$ cat src/hw/rtl/ttus_pkg.sv
// types, codes and helpers shared by the tiled texture upload swizzle core
// no dependencies
package ttus_pkg;

    localparam int unsigned CFG_INDEX_W = 3;
    localparam int unsigned CFG_DATA_W  = 11;
    localparam int unsigned INDEX_W     = 20;
    localparam int unsigned TEXEL_W     = 32;
    localparam int unsigned LOG2_W      = 4;
    localparam int unsigned COPY_W      = 11;
    localparam int unsigned FMT_W       = 2;
    localparam int unsigned MIN_LOG2    = 3;

    // register indexes
    localparam logic [CFG_INDEX_W-1:0] REG_WIDTH_LOG2   = 3'd0;
    localparam logic [CFG_INDEX_W-1:0] REG_HEIGHT_LOG2  = 3'd1;
    localparam logic [CFG_INDEX_W-1:0] REG_COPY_WIDTH   = 3'd2;
    localparam logic [CFG_INDEX_W-1:0] REG_COPY_HEIGHT  = 3'd3;
    localparam logic [CFG_INDEX_W-1:0] REG_PIXEL_FORMAT = 3'd4;

    // pixel formats
    localparam logic [FMT_W-1:0] FMT_RGBA8_RGBA = 2'd0;
    localparam logic [FMT_W-1:0] FMT_RGBA8_RGB  = 2'd1;
    localparam logic [FMT_W-1:0] FMT_16BIT      = 2'd2;
    localparam logic [FMT_W-1:0] FMT_8BIT       = 2'd3;

    localparam logic [7:0] ALPHA_OPAQUE = 8'hFF;

    typedef struct packed {
        logic [LOG2_W-1:0] width_log2;
        logic [LOG2_W-1:0] height_log2;
        logic [COPY_W-1:0] copy_width;
        logic [COPY_W-1:0] copy_height;
        logic [FMT_W-1:0]  pixel_format;
    } ttus_cfg_t;

    // clamp a side log2 into [3, max_log2]
    function automatic logic [LOG2_W-1:0] side_log2(input logic [LOG2_W-1:0] v,
                                                    input logic [LOG2_W-1:0] max_log2);
        logic [LOG2_W-1:0] r;
        if (v < LOG2_W'(MIN_LOG2)) begin
            r = LOG2_W'(MIN_LOG2);
        end else if (v > max_log2) begin
            r = max_log2;
        end else begin
            r = v;
        end
        return r;
    endfunction

endpackage

$ cat src/hw/rtl/ttus_cfg.sv
// configuration register file of the swizzle core
// depends on ttus_pkg
module ttus_cfg (
    input  logic                                 aclk,
    input  logic                                 aresetn,
    input  logic                                 cfg_valid,
    output logic                                 cfg_ready,
    input  logic [ttus_pkg::CFG_INDEX_W-1:0]     cfg_index,
    input  logic [ttus_pkg::CFG_DATA_W-1:0]      cfg_data,
    output ttus_pkg::ttus_cfg_t                  cfg
);
    import ttus_pkg::*;

    ttus_cfg_t cfg_reg;
    ttus_cfg_t cfg_next;

    assign cfg_ready = 1'b1;
    assign cfg       = cfg_reg;

    always_comb begin
        cfg_next = cfg_reg;
        if (cfg_valid) begin
            case (cfg_index)
                REG_WIDTH_LOG2:   cfg_next.width_log2   = cfg_data[LOG2_W-1:0];
                REG_HEIGHT_LOG2:  cfg_next.height_log2  = cfg_data[LOG2_W-1:0];
                REG_COPY_WIDTH:   cfg_next.copy_width   = cfg_data[COPY_W-1:0];
                REG_COPY_HEIGHT:  cfg_next.copy_height  = cfg_data[COPY_W-1:0];
                REG_PIXEL_FORMAT: cfg_next.pixel_format = cfg_data[FMT_W-1:0];
                default: ;
            endcase
        end
    end

    always_ff @(posedge aclk) begin
        if (!aresetn) begin
            cfg_reg.width_log2   <= LOG2_W'(MIN_LOG2);
            cfg_reg.height_log2  <= LOG2_W'(MIN_LOG2);
            cfg_reg.copy_width   <= '0;
            cfg_reg.copy_height  <= '0;
            cfg_reg.pixel_format <= FMT_RGBA8_RGBA;
        end else begin
            cfg_reg <= cfg_next;
        end
    end

endmodule

$ cat src/hw/rtl/ttus_pos.sv
// raster position counters: column and row of the item being accepted
// depends on ttus_pkg
module ttus_pos #(
    parameter int unsigned MAX_SIDE_LOG2 = 10
) (
    input  logic                      aclk,
    input  logic                      aresetn,
    input  ttus_pkg::ttus_cfg_t       cfg,
    input  logic                      advance,
    input  logic                      frame_start,
    output logic [MAX_SIDE_LOG2-1:0]  pos_x,
    output logic [MAX_SIDE_LOG2-1:0]  pos_y
);
    import ttus_pkg::*;

    localparam int unsigned SW = MAX_SIDE_LOG2;

    logic [SW-1:0]     column_reg, column_next;
    logic [SW-1:0]     row_reg, row_next;
    logic [LOG2_W-1:0] wl, hl;
    logic [SW-1:0]     mask_w, mask_h;

    assign wl     = side_log2(cfg.width_log2, LOG2_W'(MAX_SIDE_LOG2));
    assign hl     = side_log2(cfg.height_log2, LOG2_W'(MAX_SIDE_LOG2));
    assign mask_w = ~({SW{1'b1}} << wl);
    assign mask_h = ~({SW{1'b1}} << hl);

    // counters are masked in case the side shrank mid frame
    assign pos_x = frame_start ? '0 : (column_reg & mask_w);
    assign pos_y = frame_start ? '0 : (row_reg & mask_h);

    always_comb begin
        column_next = column_reg;
        row_next    = row_reg;
        if (advance) begin
            if (pos_x == mask_w) begin
                column_next = '0;
                row_next    = (pos_y == mask_h) ? '0 : pos_y + SW'(1);
            end else begin
                column_next = pos_x + SW'(1);
                row_next    = pos_y;
            end
        end
    end

    always_ff @(posedge aclk) begin
        if (!aresetn) begin
            column_reg <= '0;
            row_reg    <= '0;
        end else begin
            column_reg <= column_next;
            row_reg    <= row_next;
        end
    end

endmodule

$ cat src/hw/rtl/ttus_pack.sv
// tiled address, texel packing and last flag for one registered position
// depends on ttus_pkg
module ttus_pack #(
    parameter int unsigned MAX_SIDE_LOG2 = 10
) (
    input  ttus_pkg::ttus_cfg_t              cfg,
    input  logic [MAX_SIDE_LOG2-1:0]         pos_x,
    input  logic [MAX_SIDE_LOG2-1:0]         pos_y,
    input  logic [31:0]                      src_bytes,
    output logic [ttus_pkg::INDEX_W-1:0]     element_index,
    output logic [ttus_pkg::TEXEL_W-1:0]     texel_value,
    output logic                             frame_last
);
    import ttus_pkg::*;

    localparam int unsigned SW    = MAX_SIDE_LOG2;
    localparam int unsigned IW    = (2 * SW > INDEX_W) ? 2 * SW : INDEX_W;
    localparam int unsigned CMP_W = (SW > COPY_W) ? SW : COPY_W;

    logic [LOG2_W-1:0] wl, hl;
    logic [SW-1:0]     mask_w, mask_h;
    logic [SW-1:0]     fy;
    logic [5:0]        morton;
    logic [IW-1:0]     idx_wide;
    logic              in_rect;

    assign wl     = side_log2(cfg.width_log2, LOG2_W'(MAX_SIDE_LOG2));
    assign hl     = side_log2(cfg.height_log2, LOG2_W'(MAX_SIDE_LOG2));
    assign mask_w = ~({SW{1'b1}} << wl);
    assign mask_h = ~({SW{1'b1}} << hl);

    // vertical flip; y never exceeds the mask so no wrap
    assign fy = mask_h - pos_y;

    assign morton = {fy[2], pos_x[2], fy[1], pos_x[1], fy[0], pos_x[0]};

    // tile row * tiles per row * 64 is a shift by wl+3 since the width is a power of two
    assign idx_wide = (IW'(fy >> 3) << (wl + LOG2_W'(3)))
                    | (IW'(pos_x >> 3) << 6)
                    | IW'(morton);
    assign element_index = idx_wide[INDEX_W-1:0];

    assign in_rect = (CMP_W'(pos_x) < CMP_W'(cfg.copy_width))
                  && (CMP_W'(pos_y) < CMP_W'(cfg.copy_height));

    always_comb begin
        texel_value = '0;
        if (in_rect) begin
            case (cfg.pixel_format)
                FMT_RGBA8_RGBA: texel_value = src_bytes;
                FMT_RGBA8_RGB:  texel_value = {ALPHA_OPAQUE, src_bytes[23:0]};
                FMT_16BIT:      texel_value = {16'h0000, src_bytes[15:0]};
                FMT_8BIT:       texel_value = {24'h000000, src_bytes[7:0]};
                default:        texel_value = '0;
            endcase
        end
    end

    assign frame_last = (pos_x == mask_w) && (pos_y == mask_h);

endmodule

$ cat src/hw/rtl/tiled_texture_upload_swizzle_core.sv
// top level of the tiled texture upload swizzle core
// depends on ttus_pkg, ttus_cfg, ttus_pos, ttus_pack
//
//   channel   direction  handshake              payload
//   s_        in         s_tvalid / s_tready    tdata: byte0..byte3, tuser: frame_start
//   m_        out        m_tvalid / m_tready    tdata: element_index, texel_value; tlast
//   cfg_      in         cfg_valid / cfg_ready  cfg_index, cfg_data
//
// one item per cycle sustained while m_tready stays high; each accepted item passes the
// position register, then the result register, where m_tvalid rises and it can be taken
// aresetn clears counters and pipeline valids and sets the config registers to their reset values
// a stalled result holds in the output register while one more item waits in the
// position register; s_tready drops only when both are full and m_tready is low
module tiled_texture_upload_swizzle_core #(
    parameter int unsigned MAX_SIDE_LOG2 = 10
) (
    input  logic                                aclk,
    input  logic                                aresetn,
    input  logic                                s_tvalid,
    output logic                                s_tready,
    input  logic [31:0]                         s_tdata,  // byte0, byte1, byte2, byte3
    input  logic [0:0]                          s_tuser,  // frame_start
    output logic                                m_tvalid,
    input  logic                                m_tready,
    output logic [55:0]                         m_tdata,  // element_index, texel_value, zero pad
    output logic                                m_tlast,
    input  logic                                cfg_valid,
    output logic                                cfg_ready,
    input  logic [ttus_pkg::CFG_INDEX_W-1:0]    cfg_index,
    input  logic [ttus_pkg::CFG_DATA_W-1:0]     cfg_data
);
    import ttus_pkg::*;

    localparam int unsigned SW = MAX_SIDE_LOG2;

    ttus_cfg_t cfg;

    logic          s_accept;
    logic          s1_advance;
    logic          out_ready;
    logic [SW-1:0] pos_x, pos_y;

    logic          s1_valid_reg, s1_valid_next;
    logic [SW-1:0] s1_x_reg, s1_y_reg;
    logic [31:0]   s1_bytes_reg;

    logic [INDEX_W-1:0] idx_comb;
    logic [TEXEL_W-1:0] val_comb;
    logic               last_comb;

    logic               m_valid_reg, m_valid_next;
    logic [INDEX_W-1:0] m_index_reg;
    logic [TEXEL_W-1:0] m_texel_reg;
    logic               m_last_reg;

    ttus_cfg u_cfg (
        .aclk      (aclk),
        .aresetn   (aresetn),
        .cfg_valid (cfg_valid),
        .cfg_ready (cfg_ready),
        .cfg_index (cfg_index),
        .cfg_data  (cfg_data),
        .cfg       (cfg)
    );

    assign out_ready  = !m_valid_reg || m_tready;
    assign s1_advance = s1_valid_reg && out_ready;
    assign s_tready   = !s1_valid_reg || out_ready;
    assign s_accept   = s_tvalid && s_tready;

    ttus_pos #(
        .MAX_SIDE_LOG2 (MAX_SIDE_LOG2)
    ) u_pos (
        .aclk        (aclk),
        .aresetn     (aresetn),
        .cfg         (cfg),
        .advance     (s_accept),
        .frame_start (s_tuser[0]),
        .pos_x       (pos_x),
        .pos_y       (pos_y)
    );

    ttus_pack #(
        .MAX_SIDE_LOG2 (MAX_SIDE_LOG2)
    ) u_pack (
        .cfg           (cfg),
        .pos_x         (s1_x_reg),
        .pos_y         (s1_y_reg),
        .src_bytes     (s1_bytes_reg),
        .element_index (idx_comb),
        .texel_value   (val_comb),
        .frame_last    (last_comb)
    );

    always_comb begin
        s1_valid_next = s1_valid_reg;
        if (s_accept) begin
            s1_valid_next = 1'b1;
        end else if (s1_advance) begin
            s1_valid_next = 1'b0;
        end
        m_valid_next = m_valid_reg;
        if (s1_advance) begin
            m_valid_next = 1'b1;
        end else if (m_tready) begin
            m_valid_next = 1'b0;
        end
    end

    always_ff @(posedge aclk) begin
        if (!aresetn) begin
            s1_valid_reg <= 1'b0;
            m_valid_reg  <= 1'b0;
        end else begin
            s1_valid_reg <= s1_valid_next;
            m_valid_reg  <= m_valid_next;
        end
    end

    always_ff @(posedge aclk) begin
        if (s_accept) begin
            s1_x_reg     <= pos_x;
            s1_y_reg     <= pos_y;
            s1_bytes_reg <= s_tdata;
        end
        if (s1_advance) begin
            m_index_reg <= idx_comb;
            m_texel_reg <= val_comb;
            m_last_reg  <= last_comb;
        end
    end

    assign m_tvalid = m_valid_reg;
    assign m_tdata  = {4'h0, m_texel_reg, m_index_reg};
    assign m_tlast  = m_last_reg;

endmodule
$ cat config.mk
export PLATFORM = sky130hd
export DESIGN_NAME = tiled_texture_upload_swizzle_core
export DESIGN_NICKNAME = d
export VERILOG_FILES = /design/src/hw/rtl/ttus_pkg.sv /design/src/hw/rtl/ttus_cfg.sv /design/src/hw/rtl/ttus_pos.sv /design/src/hw/rtl/ttus_pack.sv /design/src/hw/rtl/tiled_texture_upload_swizzle_core.sv
export SDC_FILE = /design/constraint.sdc
export NUM_CORES = 1
export LEC_CHECK = 0
export BUFFER_PORTS_ARGS = -buffer_cell sky130_fd_sc_hd__buf_2
export CAP_MARGIN = 20
export CORE_MARGIN = 2
export CORE_UTILIZATION = 45
export CTS_CLUSTER_DIAMETER = 150
export DETAILED_ROUTE_END_ITERATION = 7
export PLACE_DENSITY_LB_ADDON = 0.3
export SETUP_SLACK_MARGIN = 0.2
export SLEW_MARGIN = 20
export SYNTH_ARGS = -nofsm -noshare
export SYNTH_HDL_FRONTEND = slang
export SYNTH_SLANG_ARGS = --single-unit
$ cat constraint.sdc
create_clock -name aclk -period 3.14 [get_ports aclk]
set_input_delay 0.314 -clock aclk [delete_from_list [all_inputs] [get_ports aclk]]
set_output_delay 0.314 -clock aclk [all_outputs]
set_load 0.005 [all_outputs]
==> load_flow_metrics.sql <==
INSERT INTO impl_metrics (metric_group, metric, value, unit) VALUES
('logic_synthesis', 'yosys.area.top_type_share', '38.7', '%'),
('global_route', 'global_route_wire_length_before_repair', '31.3', 'mm'),
('placement', 'post-dp-hpwl', '14.1', 'mm'),
('setup_path', 'path_max_fanout', '8', ''),
('logic_synthesis', 'number_of_distinct_library_cells_after_synthesis', '84', ''),
('status', 'status', 'completed', ''),
('hold_path', 'hold_path_class', 'in2reg', ''),
('sta', 'worst_slew_margin_rel', '41.8', '%'),
('logic_synthesis', 'yosysMostFrequentCell', 'sky130_fd_sc_hd__nand2_1', ''),
('setup_path', 'critical_path_arrival', '3.00', 'ns'),
('layout', 'share_of_post_route_cells_with_drive_strength_above_1', '23.0', '%'),
('clock_tree', 'clk_latency', '0.43', 'ns'),
('pwr', 'p_per_area', '516', 'nW/um^2'),
('drt', 'detail-route-antenna-nets', '0', ''),
('layout', 'final.fill_count', '1572', ''),
('clock_tree', 'cts.sinks', '159', ''),
('die', 'fp.coreArea', '17800', 'um^2'),
('die', 'design.portCount', '112', ''),
('logic_synthesis', 'synthDominantAreaCellType', 'sky130_fd_sc_hd__edfxtp_1', ''),
('logic_synthesis', 'top_cells_by_area_synth', 'sky130_fd_sc_hd__edfxtp_1 39%, sky130_fd_sc_hd__dfxtp_1 13%, sky130_fd_sc_hd__nand2_1 5.3%, sky130_fd_sc_hd__ha_1 5.1%, sky130_fd_sc_hd__a21boi_0 2.7%', ''),
('pwr', 'p_clk_share', '42.6', '%'),
('die', 'fp.dieW', '139', 'um'),
('drt', 'dr_total_vias', '6184', ''),
('sta', 'finalSetupViolCount', '0', ''),
('flow_run', 'max_cap_violations', '0', ''),
('setup_path', 'worst-r2r-setup-slack', '0.32', 'ns'),
('global_route', 'antenna_found_initial', '0', ''),
('sta', 'maxClockFrequency', '355', 'MHz'),
('logic_synthesis', 'ys_seq_elements', '159', ''),
('layout', 'areaGrowthSynthToFinish', '19.6', '%'),
('pwr', 'combPwrFrac', '10.3', '%'),
('clock_tree', 'tritoncts_clock_tree', 'done', ''),
('pwr', 'cell_internal_pwr', '3.76', 'mW'),
('placement', 'port-buffer-count', '106', ''),
('clock_tree', 'cts-hold-fix-buffers', '0', ''),
('drt', 'drc', '0', ''),
('drt', 'number_of_detailed_routing_iterations_run_before_antenna_repair', '5', ''),
('global_route', 'grt_util_met1', '27.9', '%'),
('drt', 'drtIter0Drc', '559', ''),
('die', 'die_h', '139', 'um'),
('pwr', 'power.switching', '1.27', 'mW'),
('sta', 'hold_viol', '0', ''),
('global_route', 'first_global_vias', '5934', ''),
('sta', 'timing.setup.tns', '0', 'ns'),
('clock_tree', 'cts_max_path_buffers', '2', ''),
('sta', 'finalCriticalPeriod', '2.82', 'ns'),
('logic_synthesis', 'ffs_w_async_s_r_synth', '0', '%'),
('placement', 'place_congestion', '0.928', ''),
('logic_synthesis', 'synthCells', '793', ''),
('logic_synthesis', 'netlist_area', '8140', 'um^2'),
('die', 'initial_core_util', '45.6', '%'),
('drt', 'route.detailed.wl_per_inst', '16.9', 'um'),
('global_route', 'grt_busiest_layer', 'met2', ''),
('pwr', 'sequential_share_of_power', '47.1', '%'),
('sta', 'final_max_slew_viol_count', '0', ''),
('setup_path', 'timing.critical_path.to_type', 'flip-flop', ''),
('global_route', 'maximum_number_of_pins_on_one_net_before_global_route_repair', '54', ''),
('clock_tree', 'num_cts_buffers', '17', ''),
('sta', 'fin_worst_skew', '0.00786', 'ns'),
('layout', 'diodes', '0', ''),
('drt', 'drt-vias-per-instance', '5.37', ''),
('setup_path', 'worst_setup_path_start_kind', 'flip-flop', ''),
('die', 'die_footprint', '19200', 'um^2'),
('sta', 'rsz_0062_raised_after_global_routing', 'yes', ''),
('sta', 'fin_hold_ws', '0.0530', 'ns'),
('global_route', 'groute.layer.met2.usage', '33.3', '%'),
('clock_tree', 'h-tree-depth', '4', ''),
('logic_synthesis', 'number_of_enable_flip_flop_cells_after_synthesis', '105', ''),
('sta', 'worst-slew-pin-transition', '0.870', 'ns'),
('global_route', 'global_route.usage.met3', '4.16', '%'),
('logic_synthesis', 'synth_sequential_area_ratio', '52.0', '%');
## layout by cell type, fill, tap and decap left out, types with 14 or more instances in the layout
master,instances
sky130_fd_sc_hd__a21boi_0,29
sky130_fd_sc_hd__a21oi_1,19
sky130_fd_sc_hd__and2_1,21
sky130_fd_sc_hd__and3_1,14
sky130_fd_sc_hd__buf_2,106
sky130_fd_sc_hd__buf_4,25
sky130_fd_sc_hd__clkbuf_16,17
sky130_fd_sc_hd__dfxtp_1,50
sky130_fd_sc_hd__edfxtp_1,105
sky130_fd_sc_hd__ha_1,27
sky130_fd_sc_hd__inv_1,48
sky130_fd_sc_hd__nand2_1,114
sky130_fd_sc_hd__nand3_1,26
sky130_fd_sc_hd__nor2_1,39
sky130_fd_sc_hd__nor2b_1,21
sky130_fd_sc_hd__o21ai_0,18
## worst paths after layout
kind	to	cells past startpoint	start
min	s1_bytes_reg[21]$_DFFE_PP_	1	s_tdata[21]
max reg2reg	m_index_reg[12]$_DFFE_PP_	10	u_cfg.cfg[26]$_SDFFE_PN0P_
min reg2reg	u_pos.row_reg[5]$_SDFFE_PN0P_	2	u_pos.row_reg[5]$_SDFFE_PN0P_
max	m_index_reg[12]$_DFFE_PP_	10	u_cfg.cfg[26]$_SDFFE_PN0P_
## routing by layer
metal  vias up  part of all wire, %
met5         -                    0
met3        36                  5.1
li1       3066                    -
met1      2902                   45
met4         0                  2.6
met2       180                   47
## metrics by stage
step / setup WS (ns) / cell area (um^2) / power (mW) / instances / utilization, %
after detailed placement: 0.187 / 8990 / 2.90 / 1115 / 50.4
after floorplan: 0.219 / 8190 / 2.71 / 800 / -
after CTS: 0.213 / 9630 / 5.05 / 1149 / 54.0
after global placement: 0.265 / 8990 / 2.90 / 1115 / 50.4
final: 0.322 / 9740 / 5.03 / 1151 / 54.6
after global routing: 0.144 / 9740 / 5.22 / 1151 / 54.6
## timing repair
action,in CTS,in global routing
pin swaps,1,4
endpoints found under the setup margin,2,27
resized for setup,1,22
setup buffers,2,2
## power groups by stage
stage / logic, mW / clock network [mW] / registers (mW)
6_report: 0.519 / 2.14 / 2.37
5_1_grt: 0.579 / 2.27 / 2.37
3_5_place_dp: 0.488 / 0 / 2.41
3_3_place_gp: 0.487 / 0 / 2.41
2_1_floorplan: 0.305 / 0 / 2.41
4_1_cts: 0.498 / 2.19 / 2.37
## final cells by class
class	count	area, um^2	share of cell area, %
Timing Repair Buffer	132	738	7.58
Inverter	52	195	2.00
Tap cell	229	287	2.94
Clock inverter	15	191	1.97
Multi-Input combinational cell	547	3660	37.6
Sequential cell	159	4240	43.6
Clock buffer	17	425	4.37
## logic make-up (layout without fill, tap and decap cells)
| logic type | Yosys count | in the layout | share of synthesized area (%) |
|---|---|---|---|
| and+or+nand+nor | 300 | 300 | 18.6 |
| AOI/OAI and AO/OA | 168 | 168 | 15.0 |
| DFF | 159 | 159 | 52.0 |
| buffers and inverters | 94 | 216 | 4.75 |
| adders and majority gates | 35 | 35 | 5.45 |
| xor gates and xnor gates | 22 | 22 | 2.55 |
| muxes | 13 | 13 | 1.61 |
| other | 2 | 9 | 0.0922 |
## worst max-delay path: stages, from the launching register on
cell                       delay (ns)
sky130_fd_sc_hd__dfxtp_2         0.45
sky130_fd_sc_hd__nand3_1         0.10
sky130_fd_sc_hd__nand2_1         0.12
sky130_fd_sc_hd__ha_2            0.33
sky130_fd_sc_hd__a21o_1          0.24
sky130_fd_sc_hd__a31o_1          0.24
sky130_fd_sc_hd__or2_4           0.23
sky130_fd_sc_hd__o211ai_2        0.24
sky130_fd_sc_hd__mux2i_2         0.16
sky130_fd_sc_hd__and3_1          0.21
sky130_fd_sc_hd__a211o_1         0.26
Note: power is estimated with default switching activity, not from simulation.
